`src/rtl/core/pcle_pkg.sv`:
```
// Shared types and constants for the positional byte list engine.
// No dependencies; used by every file under rtl/core.
package pcle_pkg;

  localparam int DEPTH_DEF = 64;
  localparam int DATA_W    = 8;
  localparam int CMD_W     = 3;
  localparam int POS_W     = 8;
  localparam int STAT_W    = 2;
  // cell index width for the largest supported depth (256)
  localparam int IDX_MAX_W = 8;
  // taps ORed together per group register on the delete path
  localparam int TAP_GROUP = 16;

  typedef enum logic [CMD_W-1:0] {
    CMD_INS_FRONT = 3'd0,
    CMD_INS_REAR  = 3'd1,
    CMD_DEL_FRONT = 3'd2,
    CMD_DEL_REAR  = 3'd3,
    CMD_INS_POS   = 3'd4,
    CMD_DEL_POS   = 3'd5,
    CMD_READ_FWD  = 3'd6,
    CMD_READ_REV  = 3'd7
  } cmd_e;

  typedef enum logic [STAT_W-1:0] {
    STAT_OK    = 2'd0,
    STAT_EMPTY = 2'd1,
    STAT_OOB   = 2'd2,
    STAT_FULL  = 2'd3
  } status_e;

  typedef enum logic [2:0] {
    CELL_HOLD,
    CELL_INS,
    CELL_DEL,
    CELL_ROT_FWD,
    CELL_ROT_REV
  } cell_op_e;

  typedef enum logic [2:0] {
    S_IDLE,
    S_DEL_GRP,
    S_DEL_OUT,
    S_FWD,
    S_REV
  } state_e;

  // broadcast to every cell; idx is the insert/delete slot or, for a
  // forward rotation, the tail slot (count - 1)
  typedef struct packed {
    cell_op_e                op;
    logic [IDX_MAX_W-1:0]    idx;
    logic [DATA_W-1:0]       item;
  } cell_ctl_t;

  typedef struct packed {
    status_e             status;
    logic [DATA_W-1:0]   data;
    logic                data_valid;
    logic                last;
  } result_t;

endpackage

```
`src/rtl/core/pcle_cell.sv`:
```
// One storage cell of the list chain: holds one byte, takes a neighbor's
// byte on shifts/rotations, and captures itself into a tap on delete.
// Depends on pcle_pkg.
module pcle_cell
  import pcle_pkg::*;
#(
  parameter int IDX = 0
) (
  input  logic              clk_i,
  input  cell_ctl_t         ctl_i,
  input  logic [DATA_W-1:0] left_i,
  input  logic [DATA_W-1:0] right_i,
  input  logic [DATA_W-1:0] head_i,
  output logic [DATA_W-1:0] byte_o,
  output logic [DATA_W-1:0] tap_o
);

  localparam logic [IDX_MAX_W-1:0] MY_IDX = IDX_MAX_W'(IDX);

  logic [DATA_W-1:0] byte_d, byte_q;
  logic [DATA_W-1:0] tap_q;

  always_comb begin
    byte_d = byte_q;
    case (ctl_i.op)
      CELL_INS: begin
        if (MY_IDX > ctl_i.idx) begin
          byte_d = left_i;
        end else if (MY_IDX == ctl_i.idx) begin
          byte_d = ctl_i.item;
        end
      end
      CELL_DEL: begin
        if (MY_IDX >= ctl_i.idx) begin
          byte_d = right_i;
        end
      end
      // forward: rotate within the occupied range, the tail takes the head; reverse: rotate the whole ring
      CELL_ROT_FWD: byte_d = (MY_IDX == ctl_i.idx) ? head_i : right_i;
      CELL_ROT_REV: byte_d = left_i;
      default:      byte_d = byte_q;
    endcase
  end

  always_ff @(posedge clk_i) begin
    byte_q <= byte_d;
  end

  always_ff @(posedge clk_i) begin
    if (ctl_i.op == CELL_DEL) begin
      tap_q <= (MY_IDX == ctl_i.idx) ? byte_q : '0;
    end
  end

  assign byte_o = byte_q;
  assign tap_o  = tap_q;

endmodule

```
`src/rtl/core/pcle_ctrl.sv`:
```
// Command sequencer: entry count, bounds checks, cell commands, read-out
// counter, delete OR-tree and the output register.
// Depends on pcle_pkg.
module pcle_ctrl
  import pcle_pkg::*;
#(
  parameter int DEPTH = DEPTH_DEF
) (
  input  logic              clk_i,
  input  logic              rst_ni,
  input  logic              in_valid_i,
  output logic              in_ready_o,
  input  logic [CMD_W-1:0]  cmd_i,
  input  logic [POS_W-1:0]  pos_i,
  input  logic [DATA_W-1:0] item_i,
  output cell_ctl_t         ctl_o,
  input  logic [DATA_W-1:0] head_i,
  input  logic [DATA_W-1:0] tail_i,
  input  logic [DATA_W-1:0] taps_i [DEPTH],
  output logic              out_valid_o,
  input  logic              out_ready_i,
  output result_t           out_o
);

  localparam int CNTW = $clog2(DEPTH + 1);
  localparam int IDXW = $clog2(DEPTH);
  localparam int CMPW = ((CNTW > POS_W) ? CNTW : POS_W) + 1;
  localparam int NGRP = (DEPTH + TAP_GROUP - 1) / TAP_GROUP;
  localparam logic [CNTW-1:0] CNT_FULL = CNTW'(DEPTH);
  localparam logic [IDXW-1:0] K_LAST   = IDXW'(DEPTH - 1);

  state_e            state_d, state_q;
  logic [CNTW-1:0]   cnt_d, cnt_q;
  logic [IDXW-1:0]   k_d, k_q;
  logic              out_valid_q;
  result_t           out_d, out_q;
  logic              out_load;
  logic              grp_en;
  logic [DATA_W-1:0] grp_or [NGRP];
  logic [DATA_W-1:0] grp_q  [NGRP];
  logic [DATA_W-1:0] del_byte;
  logic              load_ok;
  logic              in_acc;
  logic [CMPW-1:0]   pos_x, cnt_x;
  logic              full, empty;
  logic              emit;
  cell_ctl_t         ctl;

  assign load_ok    = !out_valid_q || out_ready_i;
  assign in_ready_o = (state_q == S_IDLE) && load_ok;
  assign in_acc     = in_valid_i && in_ready_o;
  assign pos_x      = CMPW'(pos_i);
  assign cnt_x      = CMPW'(cnt_q);
  assign full       = (cnt_q == CNT_FULL);
  assign empty      = (cnt_q == '0);
  // reverse read-out rotates the whole ring; bytes show at the last cell
  // only during the final count steps
  assign emit       = (CNTW'(k_q) >= (CNT_FULL - cnt_q));

  always_comb begin
    for (int g = 0; g < NGRP; g++) begin
      grp_or[g] = '0;
      for (int j = 0; j < TAP_GROUP; j++) begin
        if (g * TAP_GROUP + j < DEPTH) begin
          grp_or[g] = grp_or[g] | taps_i[g * TAP_GROUP + j];
        end
      end
    end
  end

  always_ff @(posedge clk_i) begin
    if (grp_en) begin
      for (int g = 0; g < NGRP; g++) begin
        grp_q[g] <= grp_or[g];
      end
    end
  end

  always_comb begin
    del_byte = '0;
    for (int g = 0; g < NGRP; g++) begin
      del_byte = del_byte | grp_q[g];
    end
  end

  always_comb begin
    state_d  = state_q;
    cnt_d    = cnt_q;
    k_d      = k_q;
    out_load = 1'b0;
    grp_en   = 1'b0;
    out_d    = '{status: STAT_OK, data: '0, data_valid: 1'b0, last: 1'b1};
    ctl      = '{op: CELL_HOLD, idx: '0, item: item_i};

    case (state_q)
      S_IDLE: begin
        if (in_acc) begin
          out_load = 1'b1;
          case (cmd_e'(cmd_i))
            CMD_INS_FRONT, CMD_INS_REAR, CMD_INS_POS: begin
              if (full) begin
                out_d.status = STAT_FULL;
              end else if (cmd_e'(cmd_i) == CMD_INS_POS &&
                           (pos_x == '0 || pos_x > cnt_x + CMPW'(1))) begin
                out_d.status = STAT_OOB;
              end else begin
                ctl.op = CELL_INS;
                if (cmd_e'(cmd_i) == CMD_INS_REAR) begin
                  ctl.idx = IDX_MAX_W'(cnt_q);
                end else if (cmd_e'(cmd_i) == CMD_INS_POS) begin
                  ctl.idx = IDX_MAX_W'(pos_x - CMPW'(1));
                end
                cnt_d = cnt_q + CNTW'(1);
              end
            end
            CMD_DEL_FRONT, CMD_DEL_REAR, CMD_DEL_POS: begin
              if (empty) begin
                out_d.status = STAT_EMPTY;
              end else if (cmd_e'(cmd_i) == CMD_DEL_POS &&
                           (pos_x == '0 || pos_x > cnt_x)) begin
                out_d.status = STAT_OOB;
              end else begin
                // result follows once the tap has gone through the OR-tree
                out_load = 1'b0;
                ctl.op   = CELL_DEL;
                if (cmd_e'(cmd_i) == CMD_DEL_REAR) begin
                  ctl.idx = IDX_MAX_W'(cnt_q - CNTW'(1));
                end else if (cmd_e'(cmd_i) == CMD_DEL_POS) begin
                  ctl.idx = IDX_MAX_W'(pos_x - CMPW'(1));
                end
                cnt_d   = cnt_q - CNTW'(1);
                state_d = S_DEL_GRP;
              end
            end
            default: begin
              if (empty) begin
                out_d.status = STAT_EMPTY;
              end else begin
                out_load = 1'b0;
                k_d      = '0;
                state_d  = (cmd_e'(cmd_i) == CMD_READ_FWD) ? S_FWD : S_REV;
              end
            end
          endcase
        end
      end
      S_DEL_GRP: begin
        grp_en  = 1'b1;
        state_d = S_DEL_OUT;
      end
      S_DEL_OUT: begin
        if (load_ok) begin
          out_load         = 1'b1;
          out_d.data       = del_byte;
          out_d.data_valid = 1'b1;
          state_d          = S_IDLE;
        end
      end
      S_FWD: begin
        if (load_ok) begin
          out_load         = 1'b1;
          out_d.data       = head_i;
          out_d.data_valid = 1'b1;
          out_d.last       = (CNTW'(k_q) == cnt_q - CNTW'(1));
          ctl.op           = CELL_ROT_FWD;
          ctl.idx          = IDX_MAX_W'(cnt_q - CNTW'(1));
          k_d              = k_q + IDXW'(1);
          if (out_d.last) begin
            state_d = S_IDLE;
          end
        end
      end
      S_REV: begin
        if (!emit || load_ok) begin
          ctl.op = CELL_ROT_REV;
          k_d    = k_q + IDXW'(1);
          if (emit) begin
            out_load         = 1'b1;
            out_d.data       = tail_i;
            out_d.data_valid = 1'b1;
            out_d.last       = (k_q == K_LAST);
          end
          if (k_q == K_LAST) begin
            state_d = S_IDLE;
          end
        end
      end
      default: state_d = S_IDLE;
    endcase
  end

  always_ff @(posedge clk_i or negedge rst_ni) begin
    if (!rst_ni) begin
      state_q     <= S_IDLE;
      cnt_q       <= '0;
      k_q         <= '0;
      out_valid_q <= 1'b0;
    end else begin
      state_q <= state_d;
      cnt_q   <= cnt_d;
      k_q     <= k_d;
      if (out_load) begin
        out_valid_q <= 1'b1;
      end else if (out_ready_i) begin
        out_valid_q <= 1'b0;
      end
    end
  end

  always_ff @(posedge clk_i) begin
    if (out_load) begin
      out_q <= out_d;
    end
  end

  assign ctl_o       = ctl;
  assign out_valid_o = out_valid_q;
  assign out_o       = out_q;

  a_cnt_bound: assert property (@(posedge clk_i) disable iff (!rst_ni)
    cnt_q <= CNT_FULL)
    else $error("entry count above depth");

  a_ins_count: assert property (@(posedge clk_i) disable iff (!rst_ni)
    (in_acc && ctl.op == CELL_INS) |=> cnt_q == $past(cnt_q) + CNTW'(1))
    else $error("insert did not bump entry count");

  a_del_seq: assert property (@(posedge clk_i) disable iff (!rst_ni)
    (in_acc && ctl.op == CELL_DEL) |=> state_q == S_DEL_GRP ##1 state_q == S_DEL_OUT)
    else $error("delete did not walk the tap tree");

  a_read_nonempty: assert property (@(posedge clk_i) disable iff (!rst_ni)
    (state_q == S_FWD || state_q == S_REV) |-> cnt_q != '0)
    else $error("read-out running on empty list");

endmodule

```
`src/rtl/core/positional_char_list_engine.sv`:
```
// Top level of the positional byte list engine: cell chain plus sequencer.
// Depends on pcle_pkg, pcle_cell and pcle_ctrl.
//
// Holds an ordered list of up to DEPTH bytes in a chain of cells that shift
// together, so inserts at any position, and error results (full, empty, out
// of bounds), are loaded into the output register when accepted and give one
// transfer. A delete captures the removed byte in a per-cell tap and gathers
// it through a two-level registered OR tree before its transfer. A forward
// read-out rotates the occupied cells and streams one byte per cycle from
// the head while the output register can take it. A reverse read-out rotates
// the whole ring of DEPTH cells and streams from the last cell; the accepting
// cycle and the rotation steps before the final count steps load no output.
// One command is in flight at a time; the next is taken once its results are
// queued in the output register. Reset clears the state, entry count, read-out
// counter and output valid flag; cell contents need no clearing.
module positional_char_list_engine
  import pcle_pkg::*;
#(
  parameter int DEPTH = DEPTH_DEF
) (
  input  logic        clk_i,
  input  logic        rst_ni,
  input  logic        s_axis_tvalid_i,
  output logic        s_axis_tready_o,
  input  logic [23:0] s_axis_tdata_i,  // cmd[2:0], position[10:3], item[18:11]
  output logic        m_axis_tvalid_o,
  input  logic        m_axis_tready_i,
  output logic [15:0] m_axis_tdata_o,  // status[1:0], data[9:2]
  output logic        m_axis_tuser_o,  // data_valid
  output logic        m_axis_tlast_o
);

  cell_ctl_t         ctl;
  result_t           res;
  logic [DATA_W-1:0] bytes [DEPTH];
  logic [DATA_W-1:0] taps  [DEPTH];

  pcle_ctrl #(
    .DEPTH(DEPTH)
  ) u_ctrl (
    .clk_i      (clk_i),
    .rst_ni     (rst_ni),
    .in_valid_i (s_axis_tvalid_i),
    .in_ready_o (s_axis_tready_o),
    .cmd_i      (s_axis_tdata_i[2:0]),
    .pos_i      (s_axis_tdata_i[10:3]),
    .item_i     (s_axis_tdata_i[18:11]),
    .ctl_o      (ctl),
    .head_i     (bytes[0]),
    .tail_i     (bytes[DEPTH-1]),
    .taps_i     (taps),
    .out_valid_o(m_axis_tvalid_o),
    .out_ready_i(m_axis_tready_i),
    .out_o      (res)
  );

  for (genvar i = 0; i < DEPTH; i++) begin : g_cell
    pcle_cell #(
      .IDX(i)
    ) u_cell (
      .clk_i  (clk_i),
      .ctl_i  (ctl),
      .left_i (bytes[(i == 0) ? DEPTH - 1 : i - 1]),
      .right_i(bytes[(i == DEPTH - 1) ? i : i + 1]),
      .head_i (bytes[0]),
      .byte_o (bytes[i]),
      .tap_o  (taps[i])
    );
  end

  assign m_axis_tdata_o = {6'b0, res.data, res.status};
  assign m_axis_tuser_o = res.data_valid;
  assign m_axis_tlast_o = res.last;

endmodule
```
`config.mk`:
```
export PLATFORM = sky130hd
export DESIGN_NAME = positional_char_list_engine
export DESIGN_NICKNAME = d
export VERILOG_FILES = /design/src/rtl/core/pcle_pkg.sv /design/src/rtl/core/pcle_cell.sv /design/src/rtl/core/pcle_ctrl.sv /design/src/rtl/core/positional_char_list_engine.sv
export SDC_FILE = /design/constraint.sdc
export NUM_CORES = 2
export LEC_CHECK = 0
export BUFFER_PORTS_ARGS = -buffer_cell sky130_fd_sc_hd__buf_2
export CORE_MARGIN = 2
export CORE_UTILIZATION = 45
export CTS_CLUSTER_SIZE = 24
export DETAILED_ROUTE_END_ITERATION = 10
export SKIP_CTS_REPAIR_TIMING = 1
export SLEW_MARGIN = 20
export SYNTH_ARGS = -nofsm -noshare
export SYNTH_HDL_FRONTEND = slang
export SYNTH_HIERARCHICAL = 1
export SYNTH_SLANG_ARGS = --single-unit
```
`constraint.sdc`:
```
create_clock -name clk_i -period 22.9 [get_ports clk_i]
set_clock_uncertainty 0.2 [all_clocks]
set_input_delay 1.145 -clock clk_i [delete_from_list [all_inputs] [get_ports clk_i]]
set_output_delay 1.145 -clock clk_i [all_outputs]
set_load 0.005 [all_outputs]
```
# Word level (Yosys, flattened, before mapping)
# Memories as Yosys holds them, arrays and structs flattened.
# Cells that the tools add are included.
[word_totals]
register_bits = 1053
latch_bits = 0
ram_bits = 32
rom_bits = 0
inputBits = 28
output_inout_bits = 20
word_cells = 1034
memories = 1
[memory_table]
columns = ["name", "depth", "width", "read_ports", "rd_ports_with_merged_regs", "write_ports", "line_no", "rtl"]
rows = [
  ["u_ctrl.grp_q", 4, 8, 4, 0, 4, "pcle_ctrl.sv:40", "logic [DATA_W-1:0] grp_q [NGRP];"],
]
[op_classes]
addsub = 7
multipliers = 0
n_div = 0
n_lt_le_gt_ge = 130
eq_ne = 223
n_shift = 0
muxes = 382
bitwise = 63
n_reduce_logical = 92
[op_table]
columns = ["operator", "count"]
rows = [
  ["two-way mux 8 bit", 259],
  ["case mux 8 bit (4 select lines)", 63],
  ["bitwise OR 8 bit", 63],
  ["== test 6 x 8 -> 1 bit (first input constant)", 32],
  ["greater-than comparator 6 x 8 -> 1 bit (first input constant)", 32],
  ["greater-or-equal comparator 6 x 8 -> 1 bit (first input constant)", 31],
  ["!= test 3 x 1 -> 1 bit (second input constant)", 64],
  ["AND reduction 3 bit", 63],
  ["!= test 2 x 1 -> 1 bit (second input constant)", 70],
  ["== test 5 x 8 -> 1 bit (first input constant)", 16],
  ["greater-or-equal comparator 5 x 8 -> 1 bit (first input constant)", 16],
  ["greater-than comparator 5 x 8 -> 1 bit (first input constant)", 16],
  ["== test 4 x 8 -> 1 bit (first input constant)", 8],
  ["greater-or-equal comparator 4 x 8 -> 1 bit (first input constant)", 8],
  ["greater-than comparator 4 x 8 -> 1 bit (first input constant)", 8],
  ["two-way mux 10 bit", 5],
  ["two-way mux 11 bit", 3],
  ["two-way mux 3 bit", 11],
  ["== test 3 x 8 -> 1 bit (first input constant)", 4],
  ["greater-or-equal comparator 3 x 8 -> 1 bit (first input constant)", 4],
  ["greater-than comparator 3 x 8 -> 1 bit (first input constant)", 4],
  ["two-way mux 6 bit", 5],
  ["two-way mux 7 bit", 4],
  ["case mux 9 bit (3 select lines)", 1],
  ["56 further kinds", 107],
]

# Depth between registers and ports, before layout
[depth]
depth_word = 15
depth_mapped = 18
ltp_nobuf = 15

# Least setup slack after synthesis
# OpenSTA, ideal clock, no wires.
[synth_timing]
path_type = "register to register"
startpoint = "register u_ctrl.cnt_q[0]"
endpoint = "register g_cell[12].u_cell.byte_q[0] (enable)"
setup_ns = 0.907
arrival_ns = 13.744
required_time_ns = 21.793
setup_slack_ns = 8.048
path_stages_with_launch = 10
n_path_buf = 2
synth_period_minus_slack_ns = 14.852
cell_sequence = "dfrtp_1 clkbuf_1 inv_1 ha_1 or3b_1 buf_2 o21ai_2 and2_2 a31oi_1 o21ai_0"
[synth_lines]
columns = ["item", "line_no", "rtl"]
rows = [
  ["start: declaration", "pcle_ctrl.sv:33", "logic [CNTW-1:0] cnt_d, cnt_q;"],
  ["start signal: assignment", "pcle_ctrl.sv:200", "cnt_q <= cnt_d;"],
  ["end signal: assignment", "pcle_cell.sv:46", "byte_q <= byte_d;"],
  ["end: declaration", "pcle_cell.sv:20", "logic [DATA_W-1:0] byte_d, byte_q;"],
]

==> impl_metrics.csv <==
group,metric,value,unit
critical_path,worst_path_most_repeated_cell,"buf_4",
min_path,hold_class,"in -> async",
timing,finalSetupViolCount,0,
logic_synthesis,syn_area_per_cell,11.2,µm²
detailed_routing,drc,0,
detailed_routing,dr.first_iter.drc_count,7700,
clock_network,cts_buffers,130,
logic_synthesis,synth_edf_count,1068,
critical_path,cp_max_fo,41,
power_and_ir_drop,ir_drop,0.0000910,V
grt,grt_pass1_wl,388000,µm
critical_path,crit_type,"reg -> reg",
run_status,status,"finished clean",
floorplanning,die_w,406,µm
grt,grt.overflow.total,0,
grt,antenna_found_initial,9,
timing,period_minus_slack,7.51,ns
logic_synthesis,synthCells,6497,
timing,final_hold_viol_count,0,
power_and_ir_drop,power_leakage,26.5,nW
clock_network,clkTransAtPathRegs,0.06,ns
finish,layout.nets,6413,
clock_network,htreeDepth,4,
critical_path,worstPathRequired,23.22,ns
floorplanning,core,160000,µm²
timing,holdWs,0.119,ns
finish,drive_gt1_frac,0.168,
finish,mostFrequentLayoutCell,"edfxtp_1",
finish,stdcell_area,78500,µm²
clock_network,clock_latency,0.78,ns
grt,grt_pass1_vias,57161,
logic_synthesis,ys_seq_area_frac,0.447,
floorplanning,die_h,406,µm
detailed_routing,avgViaCountPerCell,6.96,
logic_synthesis,ys_ff_latch,1085,
critical_path,start_kind,"register",
grt,track_usage,0.312,
floorplanning,start_util,0.453,
detailed_routing,wire_per_inst,30.6,µm
critical_path,rrSetupSlack,15.39,ns
timing,worst_slew_pin_slew,1.15,ns
critical_path,r2r_cells,19,
detailed_routing,dr.pass1.iters,6,
clock_network,root_buffer,"clkbuf_16",
critical_path,cp_cell_sequence,"clkinv_1, nor4_1, nand2_1, xnor2_1, ha_1, nand4_1, nor2_1, nor2b_1, nor3_1, o31ai_2, buf_4, o211ai_1, buf_4, buf_4, buf_4, and4bb_2, nand2_1, a311o_1, a311o_1",
critical_path,max_stage_delay,0.80,ns
timing,grt_setup_unrepaired,"false",
detailed_routing,ant_nets,0,
logic_synthesis,synthArstFlopShare,0.0157,
critical_path,critPathCaptureType,"register",
logic_synthesis,ys.flop_type,"edfxtp_1",
detailed_routing,vias,59968,
critical_path,r2r-end,"g_cell[51].u_cell/byte_o[6]",
place,buffer_ports.inserted,36,
critical_path,cp_slowest_cell,"buf_4",
clock_network,cts_tree,"built",
timing,maxSlewHeadroom,0.230,
finish,final_cell_mix,"edfxtp_1, mux2i_1, a22oi_1, and2_1, o221ai_1",
critical_path,cp.arrival,7.82,ns
critical_path,r2r_start,"u_ctrl/cnt_q[4]",
detailed_routing,wirelength,264000,µm
floorplanning,rows,147,
grt,grt_max_degree,143,
finish,fillers,14510,
logic_synthesis,yosys_warnings,6,
floorplanning,ios,48,
power_and_ir_drop,cellPowerDensity,139,nW/µm²
timing,final.setup.tns,0,ns
flow_run,drv_cap,0,
finish,area_delta_synth_final,8.03,%
clock_network,cts_sinks,1085,
floorplanning,fp.dieArea,165000,µm²
clock_network,cts_buffer_depth,3,
timing,fin_crit_sh,0.328,
timing,fmax,133,MHz
timing,final_max_slew_viol_count,0,
logic_synthesis,synthesis.area,72600,µm²
place,place_congestion,0.891,
place,dp.final_hpwl,165000,µm
logic_synthesis,synthDistinctLibCells,157,
place,dpl-instance-area,74000,µm²
[cell families after synthesis]
kind of cell    share of synthesized area
compound gates                      0.173
xor+xnor                          0.00301
fa+ha+maj                         0.00605
buf+inv                            0.0388
flops                               0.447
mux                                 0.115
other cells                     0.0000516
simple gates                        0.217
[routing by layer]
metal / up-vias / wire [µm] / GRT usage
met2: 3643 / 119000 / 0.480
li1: 25668 / - / -
met4: 14 / 11800 / 0.131
met1: 29864 / 108000 / 0.433
met3: 779 / 25200 / 0.0564
met5: - / 122 / 0
[cells in the mapped netlist, types with 147 or more instances]
cell,number,area [µm²]
nor4_1,147,920
nor2b_1,161,1010
nand2_1,288,1080
edfxtp_1,1068,32100
nand3_1,226,1130
or2_2,260,1630
and2_1,328,2050
a22oi_1,395,2970
clkbuf_1,153,574
nor2_1,195,732
a21oi_1,164,821
o221ai_1,303,2650
mux2i_1,724,7250
[metrics by stage]
step / power (W) / instances / worst slack, ns / utilization
final: 0.0109 / 8621 / 15.39 / 0.489
after CTS: 0.0108 / 8617 / 15.44 / 0.489
after global placement: 0.00850 / 8385 / 15.38 / 0.461
after floorplan: 0.00712 / 6502 / 8.05 / -
after detailed placement: 0.00861 / 8385 / 15.35 / 0.461
after global routing: 0.0114 / 8619 / 14.96 / 0.489
[report_power, final]
part	internal [W]	leakage, nW	switching, W
combinational	0.00164	14.2	0.00257
sequential	0.00334	10.2	0.00119
clock	0.00133	2.12	0.000872
total	0.00632	26.5	0.00463
[worst max path at each step]
stage / from / end / slack [ns] / cells past startpoint
after floorplan: u_ctrl/cnt_q[0] / g_cell[12].u_cell/byte_o[0] / 8.05 / 9
after global placement: s_axis_tdata_i[3] / g_cell[37].u_cell/byte_o[4] / 15.38 / 15
after detailed placement: s_axis_tdata_i[3] / g_cell[37].u_cell/byte_o[4] / 15.35 / 15
after CTS: u_ctrl/cnt_q[4] / g_cell[37].u_cell/byte_o[1] / 15.44 / 18
after global routing: u_ctrl/cnt_q[4] / g_cell[32].u_cell/byte_o[4] / 14.96 / 18
final: u_ctrl/cnt_q[4] / g_cell[51].u_cell/byte_o[6] / 15.39 / 19
[critical path: cells and delay by family (launching register included)]
kind / cells / cell delay (ns)
fa+ha+maj: 1 / 0.29
compound gates: 4 / 1.07
simple gates: 8 / 2.29
xor+xnor: 1 / 0.16
flops: 1 / 0.55
buf+inv: 5 / 2.62
[area by class of cell]
class | count | area, µm² | share of cell area
timing repair buffer | 130 | 1030 | 0.0131
clock inverter | 68 | 926 | 0.0118
inverter | 80 | 300 | 0.00383
clock buffer | 164 | 3500 | 0.0446
sequential | 1085 | 32500 | 0.414
antenna | 2 | 5.00 | 0.0000638
multi-input combinational | 4932 | 37500 | 0.478
tap | 2160 | 2700 | 0.0344
[registers in the layout, indices dropped and copies added, names as in the netlist]
register / flops
u_ctrl/cnt_q: 7
u_ctrl/out_o: 12
g_cell.u_cell/tap_o: 512
u_ctrl/out_valid_o: 1
u_ctrl/grp_q: 32
g_cell.u_cell/byte_o: 512
u_ctrl/state_q: 3
u_ctrl/k_q: 6
Power figures use the tool's default switching activity.
